### src/swt_pkg.sv
// Shared types and constants for the shell word tokenizer.
package swt_pkg;

  // Scan modes of the tokenizer.
  typedef enum logic [2:0] {
    MODE_IDLE = 3'd0,
    MODE_WORD = 3'd1,
    MODE_QUOTE = 3'd2,
    MODE_QESC = 3'd3,
    MODE_PIPE = 3'd4,
    MODE_AMP = 3'd5,
    MODE_HALT = 3'd6
  } mode_t;

  // Token kinds.
  localparam logic [2:0] KIND_STR = 3'd0;
  localparam logic [2:0] KIND_PIPE = 3'd1;
  localparam logic [2:0] KIND_OR = 3'd2;
  localparam logic [2:0] KIND_AND = 3'd3;
  localparam logic [2:0] KIND_LEFT = 3'd4;
  localparam logic [2:0] KIND_RIGHT = 3'd5;
  localparam logic [2:0] KIND_END = 3'd6;

  // Error codes.
  localparam logic [2:0] ERR_NONE = 3'd0;
  localparam logic [2:0] ERR_UNKNOWN = 3'd1;
  localparam logic [2:0] ERR_LONE_AMP = 3'd2;
  localparam logic [2:0] ERR_BAD_ESC = 3'd3;
  localparam logic [2:0] ERR_UNTERM = 3'd4;

  // Characters with a special meaning.
  localparam logic [7:0] CH_PIPE = 8'h7C;
  localparam logic [7:0] CH_LT = 8'h3C;
  localparam logic [7:0] CH_GT = 8'h3E;
  localparam logic [7:0] CH_AMP = 8'h26;
  localparam logic [7:0] CH_SQUOTE = 8'h27;
  localparam logic [7:0] CH_DQUOTE = 8'h22;
  localparam logic [7:0] CH_BSLASH = 8'h5C;
  localparam logic [7:0] CH_SLASH = 8'h2F;

  // Result queue depth.
  localparam int QDepth = 4;
  localparam int QPtrW = $clog2(QDepth);
  localparam int QCntW = $clog2(QDepth + 1);

  // One input transaction.
  typedef struct packed {
    logic [7:0] in_char;
    logic end_of_input;
  } in_t;

  // One result transaction.
  typedef struct packed {
    logic [2:0] token_kind;
    logic [7:0] char_value;
    logic char_valid;
    logic token_done;
    logic [2:0] error_code;
    logic last_of_run;
  } out_t;

  // Results produced by one input, pushed into the queue together.
  typedef struct packed {
    logic [1:0] cnt;
    out_t r0;
    out_t r1;
  } push_t;

endpackage

### src/swt_core.sv
// Tokenizer state registers and the per-byte transition logic.
module swt_core (
  input  logic clk,
  input  logic rst_n,
  input  logic acc,
  input  swt_pkg::in_t din,
  output swt_pkg::push_t push
);

  swt_pkg::mode_t mode_r, mode_nxt;
  logic qdbl_r, qdbl_nxt;

  // Builds a result with the given fields and last_of_run clear.
  function automatic swt_pkg::out_t mk(input logic [2:0] kind, input logic [7:0] ch,
                                       input logic vld, input logic done,
                                       input logic [2:0] err);
    swt_pkg::out_t r;
    r.token_kind = kind;
    r.char_value = ch;
    r.char_valid = vld;
    r.token_done = done;
    r.error_code = err;
    r.last_of_run = 1'b0;
    return r;
  endfunction

  logic [7:0] c;
  logic eoi, is_sp, is_ws, qmatch;

  // Byte classes.
  always_comb begin
    c = din.in_char;
    eoi = din.end_of_input;
    is_sp = (c == 8'h20) || (c >= 8'h09 && c <= 8'h0D);
    is_ws = (c >= 8'h30 && c <= 8'h39) || (c >= 8'h41 && c <= 8'h5A) ||
            (c >= 8'h61 && c <= 8'h7A) || (c == swt_pkg::CH_SLASH);
    qmatch = qdbl_r ? (c == swt_pkg::CH_DQUOTE) : (c == swt_pkg::CH_SQUOTE);
  end

  // Handling of a byte that arrives between tokens.
  logic id_emit, id_qdbl;
  swt_pkg::out_t id_res;
  swt_pkg::mode_t id_mode;

  always_comb begin
    id_emit = 1'b0;
    id_res = mk(swt_pkg::KIND_STR, 8'd0, 1'b0, 1'b0, swt_pkg::ERR_NONE);
    id_mode = swt_pkg::MODE_IDLE;
    id_qdbl = qdbl_r;
    if (is_sp) begin
      id_mode = swt_pkg::MODE_IDLE;
    end else if (c == swt_pkg::CH_SQUOTE || c == swt_pkg::CH_DQUOTE) begin
      id_qdbl = (c == swt_pkg::CH_DQUOTE);
      id_mode = swt_pkg::MODE_QUOTE;
    end else if (c == swt_pkg::CH_PIPE) begin
      id_mode = swt_pkg::MODE_PIPE;
    end else if (c == swt_pkg::CH_AMP) begin
      id_mode = swt_pkg::MODE_AMP;
    end else if (c == swt_pkg::CH_LT) begin
      id_emit = 1'b1;
      id_res = mk(swt_pkg::KIND_LEFT, 8'd0, 1'b0, 1'b1, swt_pkg::ERR_NONE);
    end else if (c == swt_pkg::CH_GT) begin
      id_emit = 1'b1;
      id_res = mk(swt_pkg::KIND_RIGHT, 8'd0, 1'b0, 1'b1, swt_pkg::ERR_NONE);
    end else if (is_ws) begin
      id_emit = 1'b1;
      id_res = mk(swt_pkg::KIND_STR, c, 1'b1, 1'b0, swt_pkg::ERR_NONE);
      id_mode = swt_pkg::MODE_WORD;
    end else begin
      id_emit = 1'b1;
      id_res = mk(swt_pkg::KIND_STR, 8'd0, 1'b0, 1'b0, swt_pkg::ERR_UNKNOWN);
      id_mode = swt_pkg::MODE_HALT;
    end
  end

  // Mode transition and results for one transaction.
  swt_pkg::out_t r0, r1;
  logic [1:0] n;

  always_comb begin
    swt_pkg::out_t tok_end, str_done;
    tok_end = mk(swt_pkg::KIND_END, 8'd0, 1'b0, 1'b1, swt_pkg::ERR_NONE);
    str_done = mk(swt_pkg::KIND_STR, 8'd0, 1'b0, 1'b1, swt_pkg::ERR_NONE);
    mode_nxt = mode_r;
    qdbl_nxt = qdbl_r;
    n = 2'd0;
    r0 = tok_end;
    r1 = tok_end;
    case (mode_r)
      swt_pkg::MODE_IDLE: begin
        if (eoi) begin
          n = 2'd1;
        end else begin
          n = {1'b0, id_emit};
          r0 = id_res;
          mode_nxt = id_mode;
          qdbl_nxt = id_qdbl;
        end
      end
      swt_pkg::MODE_WORD: begin
        if (eoi) begin
          n = 2'd2;
          r0 = str_done;
          mode_nxt = swt_pkg::MODE_IDLE;
        end else if (is_sp) begin
          n = 2'd1;
          r0 = str_done;
          mode_nxt = swt_pkg::MODE_IDLE;
        end else begin
          n = 2'd1;
          r0 = mk(swt_pkg::KIND_STR, c, 1'b1, 1'b0, swt_pkg::ERR_NONE);
        end
      end
      swt_pkg::MODE_QUOTE: begin
        if (eoi) begin
          n = 2'd1;
          r0 = mk(swt_pkg::KIND_STR, 8'd0, 1'b0, 1'b0, swt_pkg::ERR_UNTERM);
          mode_nxt = swt_pkg::MODE_HALT;
        end else if (c == swt_pkg::CH_BSLASH) begin
          mode_nxt = swt_pkg::MODE_QESC;
        end else if (qmatch) begin
          n = 2'd1;
          r0 = str_done;
          mode_nxt = swt_pkg::MODE_IDLE;
        end else begin
          n = 2'd1;
          r0 = mk(swt_pkg::KIND_STR, c, 1'b1, 1'b0, swt_pkg::ERR_NONE);
        end
      end
      swt_pkg::MODE_QESC: begin
        n = 2'd1;
        if (eoi) begin
          r0 = mk(swt_pkg::KIND_STR, 8'd0, 1'b0, 1'b0, swt_pkg::ERR_UNTERM);
          mode_nxt = swt_pkg::MODE_HALT;
        end else if (c == swt_pkg::CH_BSLASH || qmatch) begin
          r0 = mk(swt_pkg::KIND_STR, c, 1'b1, 1'b0, swt_pkg::ERR_NONE);
          mode_nxt = swt_pkg::MODE_QUOTE;
        end else begin
          r0 = mk(swt_pkg::KIND_STR, 8'd0, 1'b0, 1'b0, swt_pkg::ERR_BAD_ESC);
          mode_nxt = swt_pkg::MODE_HALT;
        end
      end
      swt_pkg::MODE_PIPE: begin
        r0 = mk(swt_pkg::KIND_PIPE, 8'd0, 1'b0, 1'b1, swt_pkg::ERR_NONE);
        mode_nxt = swt_pkg::MODE_IDLE;
        if (eoi) begin
          n = 2'd2;
        end else if (c == swt_pkg::CH_PIPE) begin
          n = 2'd1;
          r0 = mk(swt_pkg::KIND_OR, 8'd0, 1'b0, 1'b1, swt_pkg::ERR_NONE);
        end else begin
          // The pipe is emitted, then the byte is handled as between tokens.
          n = id_emit ? 2'd2 : 2'd1;
          r1 = id_res;
          mode_nxt = id_mode;
          qdbl_nxt = id_qdbl;
        end
      end
      swt_pkg::MODE_AMP: begin
        n = 2'd1;
        if (!eoi && c == swt_pkg::CH_AMP) begin
          r0 = mk(swt_pkg::KIND_AND, 8'd0, 1'b0, 1'b1, swt_pkg::ERR_NONE);
          mode_nxt = swt_pkg::MODE_IDLE;
        end else begin
          r0 = mk(swt_pkg::KIND_STR, 8'd0, 1'b0, 1'b0, swt_pkg::ERR_LONE_AMP);
          mode_nxt = swt_pkg::MODE_HALT;
        end
      end
      default: begin
        mode_nxt = swt_pkg::MODE_HALT;
      end
    endcase
    // Mark the final result of this transaction.
    r0.last_of_run = (n == 2'd1);
    r1.last_of_run = 1'b1;
  end

  // Push request toward the result queue.
  always_comb begin
    push.cnt = acc ? n : 2'd0;
    push.r0 = r0;
    push.r1 = r1;
  end

  // State registers.
  always_ff @(posedge clk) begin
    if (!rst_n) begin
      mode_r <= swt_pkg::MODE_IDLE;
      qdbl_r <= 1'b0;
    end else if (acc) begin
      mode_r <= mode_nxt;
      qdbl_r <= qdbl_nxt;
    end
  end

endmodule

### src/swt_queue.sv
// Small result queue that takes up to two results per cycle and gives one per cycle while out_stall is low.
module swt_queue (
  input  logic clk,
  input  logic rst_n,
  input  swt_pkg::push_t push,
  output logic room2,
  output logic out_valid,
  input  logic out_stall,
  output swt_pkg::out_t out_data
);

  swt_pkg::out_t mem_r [swt_pkg::QDepth];
  logic [swt_pkg::QPtrW-1:0] wr_r, wr_nxt, rd_r, rd_nxt;
  logic [swt_pkg::QCntW-1:0] cnt_r, cnt_nxt;
  logic pop;
  logic [swt_pkg::QPtrW-1:0] wr_p1;

  // Pointer and fill count updates.
  always_comb begin
    pop = (cnt_r != '0) && !out_stall;
    wr_p1 = wr_r + swt_pkg::QPtrW'(1);
    wr_nxt = wr_r + swt_pkg::QPtrW'(push.cnt);
    rd_nxt = rd_r + swt_pkg::QPtrW'(pop);
    cnt_nxt = cnt_r + swt_pkg::QCntW'(push.cnt) - swt_pkg::QCntW'(pop);
  end

  // Control registers.
  always_ff @(posedge clk) begin
    if (!rst_n) begin
      wr_r <= '0;
      rd_r <= '0;
      cnt_r <= '0;
    end else begin
      wr_r <= wr_nxt;
      rd_r <= rd_nxt;
      cnt_r <= cnt_nxt;
    end
  end

  // Result storage.
  always_ff @(posedge clk) begin
    if (push.cnt != 2'd0) begin
      mem_r[wr_r] <= push.r0;
    end
    if (push.cnt == 2'd2) begin
      mem_r[wr_p1] <= push.r1;
    end
  end

  assign room2 = (cnt_r <= swt_pkg::QCntW'(swt_pkg::QDepth - 2));
  assign out_valid = (cnt_r != '0);
  assign out_data = mem_r[rd_r];

endmodule

### src/shell_word_tokenizer.sv
// Top level of the shell word tokenizer.
//
// Input channel: in_valid, in_stall, in_data carries one byte of command text
// or an end-of-input mark. A transaction completes at a clock edge with
// in_valid high and in_stall low.
// Output channel: out_valid, out_stall, out_data carries one result: a string
// byte, a token done marker, an operator or end token, or an error code.
// A byte yields zero, one or two results; last_of_run marks the final one.
// A byte's results enter the queue when the byte is taken and are offered after
// any earlier results. Throughput: one byte per cycle while the receiver keeps
// up; a byte's two results go out in turn and a four-entry queue absorbs that.
// in_stall rises when the queue has fewer than two free entries.
// When the receiver stalls, the head result holds and the queue fills, after
// which input is stalled. After an error the block takes bytes but emits
// nothing until reset. Reset empties the queue and returns to idle scanning.
module shell_word_tokenizer (
  input  logic clk,
  input  logic rst_n,
  input  logic in_valid,
  output logic in_stall,
  input  swt_pkg::in_t in_data,
  output logic out_valid,
  input  logic out_stall,
  output swt_pkg::out_t out_data
);

  logic room2, acc;
  swt_pkg::push_t push;

  // Input accept when the queue can hold two results.
  assign in_stall = !room2;
  assign acc = in_valid && room2;

  swt_core u_core (
    .clk(clk),
    .rst_n(rst_n),
    .acc(acc),
    .din(in_data),
    .push(push)
  );

  swt_queue u_queue (
    .clk(clk),
    .rst_n(rst_n),
    .push(push),
    .room2(room2),
    .out_valid(out_valid),
    .out_stall(out_stall),
    .out_data(out_data)
  );

endmodule
### config.mk
export PLATFORM = sky130hd
export DESIGN_NAME = shell_word_tokenizer
export DESIGN_NICKNAME = d
export VERILOG_FILES = /design/src/swt_pkg.sv /design/src/swt_core.sv /design/src/swt_queue.sv /design/src/shell_word_tokenizer.sv
export SDC_FILE = /design/constraint.sdc
export NUM_CORES = 1
export LEC_CHECK = 0
export ABC_AREA = 1
export CAP_MARGIN = 0
export CORE_MARGIN = 2
export CORE_UTILIZATION = 45
export DETAILED_ROUTE_END_ITERATION = 10
export DONT_BUFFER_PORTS = 1
export SLEW_MARGIN = 10
export SYNTH_ARGS = -nofsm -noshare
export SYNTH_HDL_FRONTEND = slang
export SYNTH_SLANG_ARGS = --single-unit
### constraint.sdc
create_clock -name clk -period 4.4 [get_ports clk]
set_input_delay 0.88 -clock clk [delete_from_list [all_inputs] [get_ports clk]]
set_output_delay 0.88 -clock clk [all_outputs]
set_load 0.005 [all_outputs]
## Yosys cells after proc, flatten, opt, wreduce, memory -nomap -nowiden

Memory sizes are Yosys's and may differ from the RTL's. A register that Yosys moved wholly into a read port is not among the register bits.
Index checks and enable logic that the tools add are counted.
Widths: inputs -> output; s select.

- Equal/unequal tests: 21
- $add $sub $neg: 5
- Reduce and logical (&&, ||, !) cells: 23
- Mux-type cells: 66
- Magnitude comparators: 9

Operators by type and width:

| cell | count |
|---|---|
| $mux 17 | 15 |
| $pmux 17 s6 | 1 |
| $eq 8x6->1 const B | 7 |
| $mux 14 | 4 |
| $mux 3 | 18 |
| $mux 16 | 2 |
| $pmux 3 s6 | 1 |
| $eq 8x7->1 const B | 2 |
| $ge 8x7->1 const B | 2 |
| $le 8x7->1 const B | 2 |
| $mux 1 | 16 |
| $mux 2 | 7 |
| $pmux 2 s5 | 1 |
| $ge 8x4->1 const B | 1 |
| $ge 8x6->1 const B | 1 |
| $le 8x4->1 const B | 1 |
| $le 8x6->1 const B | 1 |
| $logic_and 1x1->1 | 7 |
| $eq 3x2->1 const B | 2 |
| $eq 3x3->1 const B | 2 |
| $logic_or 1x1->1 | 6 |
| $ne 2x2->1 const B | 3 |
| $reduce_and 5->1 | 1 |
| $ne 4x2->1 const B | 1 |
| other kinds (17) | 20 |

- Memories: 1
- Output and inout bits: 19
- Bits in registers: 11
- RAM bits: 68
- Input bits: 13

Memories:

| name | words | bits a word | read ports | clocked after memory_dff | wr ports | RTL line | source |
|---|---|---|---|---|---|---|---|
| u_queue.mem_r | 4 | 17 | 1 | 1 | 2 | swt_queue.sv:12 | `swt_pkg::out_t mem_r [swt_pkg::QDepth];` |

## Longest topological paths before layout

- Depth after elaboration: 15
- Depth in mapped cells: 18
- Depth with buffers taken out: 17

## By module

From an unflattened synthesis, not the netlist that was laid out.

- Cell total of the unflattened synthesis: 635
- Area total of the unflattened synthesis: 5251.3 um2

Modules (own cells, without submodules):

| module | cells each | times used | area each (um2) |
|---|---|---|---|
| swt_queue | 390 | 1 | 4000.1 |
| swt_core | 242 | 1 | 1239.9 |
| shell_word_tokenizer | 3 | 1 | 11.3 |

## Worst setup path before layout

No wires, ideal clock.

- Kind: input -> register
- Start: in in_data[4] (netlist name)
- End: reg u_queue.cnt_r[2] (netlist name)
- Required time: 4.280 ns
- Setup slack: 1.446 ns
- Cell stages on the path: 15
- Arrival time: 2.834 ns
- Cell sequence: buf_4 nand2_1 nor2_2 nand2_2 nand2_2 nor2_4 nand3_1 nand2_2 nand2_4 ha_1 inv_1 fa_1 xor2_1 o21ai_0 a21oi_1

- Word-level cells in the longest chain between the ends: 12

RTL lines:

| element | RTL line | source |
|---|---|---|
| from (decl) | shell_word_tokenizer.sv:21 | `input swt_pkg::in_t in_data,` |
| parallel branches: the longest is 8 deep, another holds $ge 8x4->1 | n/a |  |
| $pmux 2 s5 * | swt_core.sv:89 | `case (mode_r)` |
| $mux 2 * | swt_core.sv:180 | `push.cnt = acc ? n : 2'd0;` |
| $add 3x2->3 * | swt_queue.sv:24 | `cnt_nxt = cnt_r + swt_pkg::QCntW'(push.cnt) - swt_pkg::QCntW'(pop);` |
| $sub 3x1->3 * | swt_queue.sv:24 |  |
| to (signal assigned) | swt_queue.sv:36 | `cnt_r <= cnt_nxt;` |
| to (decl) | swt_queue.sv:14 | `logic [swt_pkg::QCntW-1:0] cnt_r, cnt_nxt;` |

Every way passes the cells marked *.
A chain may end at the register's enable or synchronous reset.

==> results by group <==
Run status
  • Status: completed

Synth
  • Yosys top cell by area: edfxtp_1
  • Total number of yosys warnings: 0
  • Register area share after synthesis: 0.4625
  • Adder-cell share of the synthesized area: 0.01783
  • Synth Area in Simple Gates: 0.2672
  • Post-synth top cells: nor2_1, nand2_1, o21ai_0
  • Complex-gate fraction of the synthesized area: 0.1796
  • Fraction of registers with async set/reset: 0
  • Dominant cell by count in the synthesized netlist: nor2_1
  • Yosys top cell area share: 0.3630
  • Post-synth cell types: 43
  • Number of synthesized register bits: 79
  • Post-synthesis mux area share: 0
  • Synth area leaders: edfxtp_1, dfxtp_1, nor2_1, nand2_1, o21ai_0
  • Number of enable flip-flop cells after synthesis: 56
  • Synth Area in XOR/XNOR: 0.003782
  • Net Count, Synth: 586
  • Avg Cell Area, Syn: 8.169 sq um
  • Synthesized area: 4632 sq um
  • Largest family of logic cells by synthesized area: simple AND/OR/NAND/NOR gates
  • Mapped Cells: 567
  • Ys flop type: edfxtp_1

Drt
  • Post-route ant nets: 0
  • Total wire length: 12170 microns
  • Wl on met1: 5652 microns
  • DR WL met2: 5500 microns
  • Vias: 3932
  • Initial drt markers: 352
  • # DRC: 0
  • Routed wl met3: 851 microns
  • Pre-Repair DR Iteration Count: 5
  • DR WL/cell: 17.29 microns
  • Via density: 5.585
  • Top Metal Used: met4

Power and ir drop
  • Leak: 2.060 nW
  • VDD IR max: 286.4 uV
  • Pwr Density: 605.7 nW/um^2

Worst setup path
  • Reg-to-Reg Start: u_core.mode_r[2]$_SDFFE_PN0P_
  • Most common cell on crit path: a21oi_1
  • Reg2reg end: u_queue.mem_r[3][15]$_DFFE_PP_
  • Critical-path cell list: buf_4 > inv_1 > o21ai_0 > a21oi_1 > a21oi_1
  • Crit path launch type: flip-flop
  • Crit Path Max Fanout: 35
  • Critical Path Sink Type: primary output
  • Worst reg-to-reg path cell count: 12
  • Setup CP Type: flip-flop to primary output
  • Slowest cell on crit path: inv_1
  • Worst Path Required: 3.52 ns
  • Worst stage delay on the critical path: 0.51 ns
  • Flop2flop setup slack: 1.71 ns
  • WP data arrival: 2.10 ns

Placed design
  • Port Buffers: 0
  • GPL Wtd Cong: 0.9210
  • DP HPWL: 9026 microns
  • Post-Place Cells: 688

Die
  • Initial Util: 0.4569
  • Die area: 11120 sq um
  • Core footprint: 10140 sq um
  • Die Wd: 105.5 microns
  • Rows: 37
  • I/O Pins: 32
  • Die Ht: 105.5 microns

GRT
  • Largest net degree at the start of global routing: 36
  • Number of global-route vias before repair: 3617
  • First-pass GRT wire length: 19730 microns
  • Grt ovf: 0
  • Total track usage: 0.2303
  • Initial antenna violation count: 0

Clocking
  • TritonCTS buffer count: 9
  • Post-CTS Setup Repair Bufs: 0
  • Max Buffers Root-to-Sink: 2
  • Resize count post-CTS: 0
  • CTS Sinks: 79
  • Clk Tree Root Cell: clkbuf_8
  • H-tree levels: 3
  • Skew-Pair Late Insertion Delay: 0.36 ns
  • Hold_buf cts: 0
  • CTS tree: yes
  • Clock slew at reported path FFs: 0.08 ns

STA
  • Worst clock skew: 0.009105 ns
  • Final Hold Fails: 0
  • Unrepaired setup endpoints after global routing: false
  • Tightest Pin Transition: 0.9484 ns
  • Final TNS setup: 0 ns
  • Setup violators final: 0
  • Fin crit share: 0.6763
  • Final Critical Period: 2.976 ns
  • Max-slew violation count: 0
  • Relative slew slack: 0.3671
  • Max Fclk: 336.0 MHz

Min path
  • Hold path endpoint: u_queue.mem_r[1][0]$_SDFFE_PP1P_
  • HP Class: flip-flop to flip-flop
  • Hold depth: 2
  • Hold path startpoint: u_queue.mem_r[1][0]$_SDFFE_PP1P_

Flow run
  • Maxcap violations: 0

Layout
  • Post-route insts no fill: 704
  • Share of cells above drive strength 1: 0.1356
  • Final Util: 0.4855
  • Final Net Count: 582
  • ANT cells: 0
  • Area Overhead vs Synth: 6.267%
-- worst max-delay path, delay by kind of cell (launching register included) --
family	cells	cell delay, ns
DFF	1	0.31
buffers and inverters	2	0.84
AOI/OAI and AO/OA	3	0.57
-- cell families (layout without fill, tap and decap cells) --
group	Yosys count	count (layout)
adders and majority gates	6	6
and+or+nand+nor	261	261
buffers and inverters	74	75
AOI/OAI and AO/OA	145	145
DFF	79	79
xor gates and xnor gates	2	2
-- layout by cell type (no fill, tap or decap), types with 2 or more instances in the layout --
cell        instances
a211oi_1            2
a21oi_1            40
a21oi_2             6
a31oi_1             3
buf_4               2
clkbuf_8            9
clkinv_4            2
clkinvlp_4          2
dfxtp_1            23
edfxtp_1           56
ha_1                5
inv_1              47
inv_2               8
inv_6               3
nand2_1            92
nand2_2            15
nand2_4             6
nand2_8             2
nand3_1            27
nand3_2             3
nand3_4             2
nand4_1             4
nor2_1             94
nor2_2              3
nor2_4              3
nor3_1              5
nor4_1              2
o21ai_0            58
o21ai_1             5
o21ai_2             3
o22ai_1            22
o22ai_2             3
-- sequential cells by signal, summed over array words and instances (netlist names) --
name           count
u_queue.wr_r       2
u_core.qdbl_r      1
u_core.mode_r      3
u_queue.rd_r       2
u_queue.mem_r     68
u_queue.cnt_r      3
-- how the worst max path moves through the flow --
stage	startpoint	end	cells past startpoint
global placement	in_data[3]	u_queue.mem_r[3][5]$_DFFE_PP_	12
finish	u_queue.rd_r[0]$_SDFF_PN0_	out_data[3]	5
CTS	u_queue.rd_r[0]$_SDFF_PN0_	out_data[3]	5
floorplan	in_data[4]	u_queue.cnt_r[2]$_SDFF_PN0_	15
global route	u_queue.rd_r[0]$_SDFF_PN0_	out_data[0]	4
detailed placement	in_data[8]	u_queue.mem_r[3][5]$_DFFE_PP_	13
-- area by class of cell --
class,count,area [sq um]
fill,984,5216
multi-input combinational,414,2170
sequential,79,2142
inverter,57,221.5
tap,136,170.2
clock buffer,9,123.9
clock inverter,7,80.08
timing repair buffer,2,15.01
-- power by group --
part	internal, mW	switching, mW
combinational	0.349	0.907
sequential	1.08	0.0903
clock	0.268	0.290
total	1.69	1.29
-- layer usage --
| layer | up-vias | global-route usage |
|---|---|---|
| li1 | 1933 | - |
| met1 | 1818 | 0.3347 |
| met2 | 165 | 0.3429 |
| met3 | 16 | 0.05133 |
| met4 | 0 | 0.06857 |
| met5 | - | 0 |
-- through the flow --
| stage | total power [mW] | instance area [sq um] | worst slack (ns) | hold WS [ns] |
|---|---|---|---|---|
| finish | 2.981 | 4922 | 1.424 | 0.4704 |
| floorplan | 2.162 | 4632 | 1.446 | 0.4236 |
| global placement | 2.415 | 4718 | 1.247 | 0.4455 |
| CTS | 3.003 | 4922 | 1.363 | 0.4655 |
| detailed placement | 2.443 | 4718 | 1.155 | 0.4461 |
| global route | 3.212 | 4922 | 1.192 | 0.4835 |
Power figures use the tool's default switching activity.
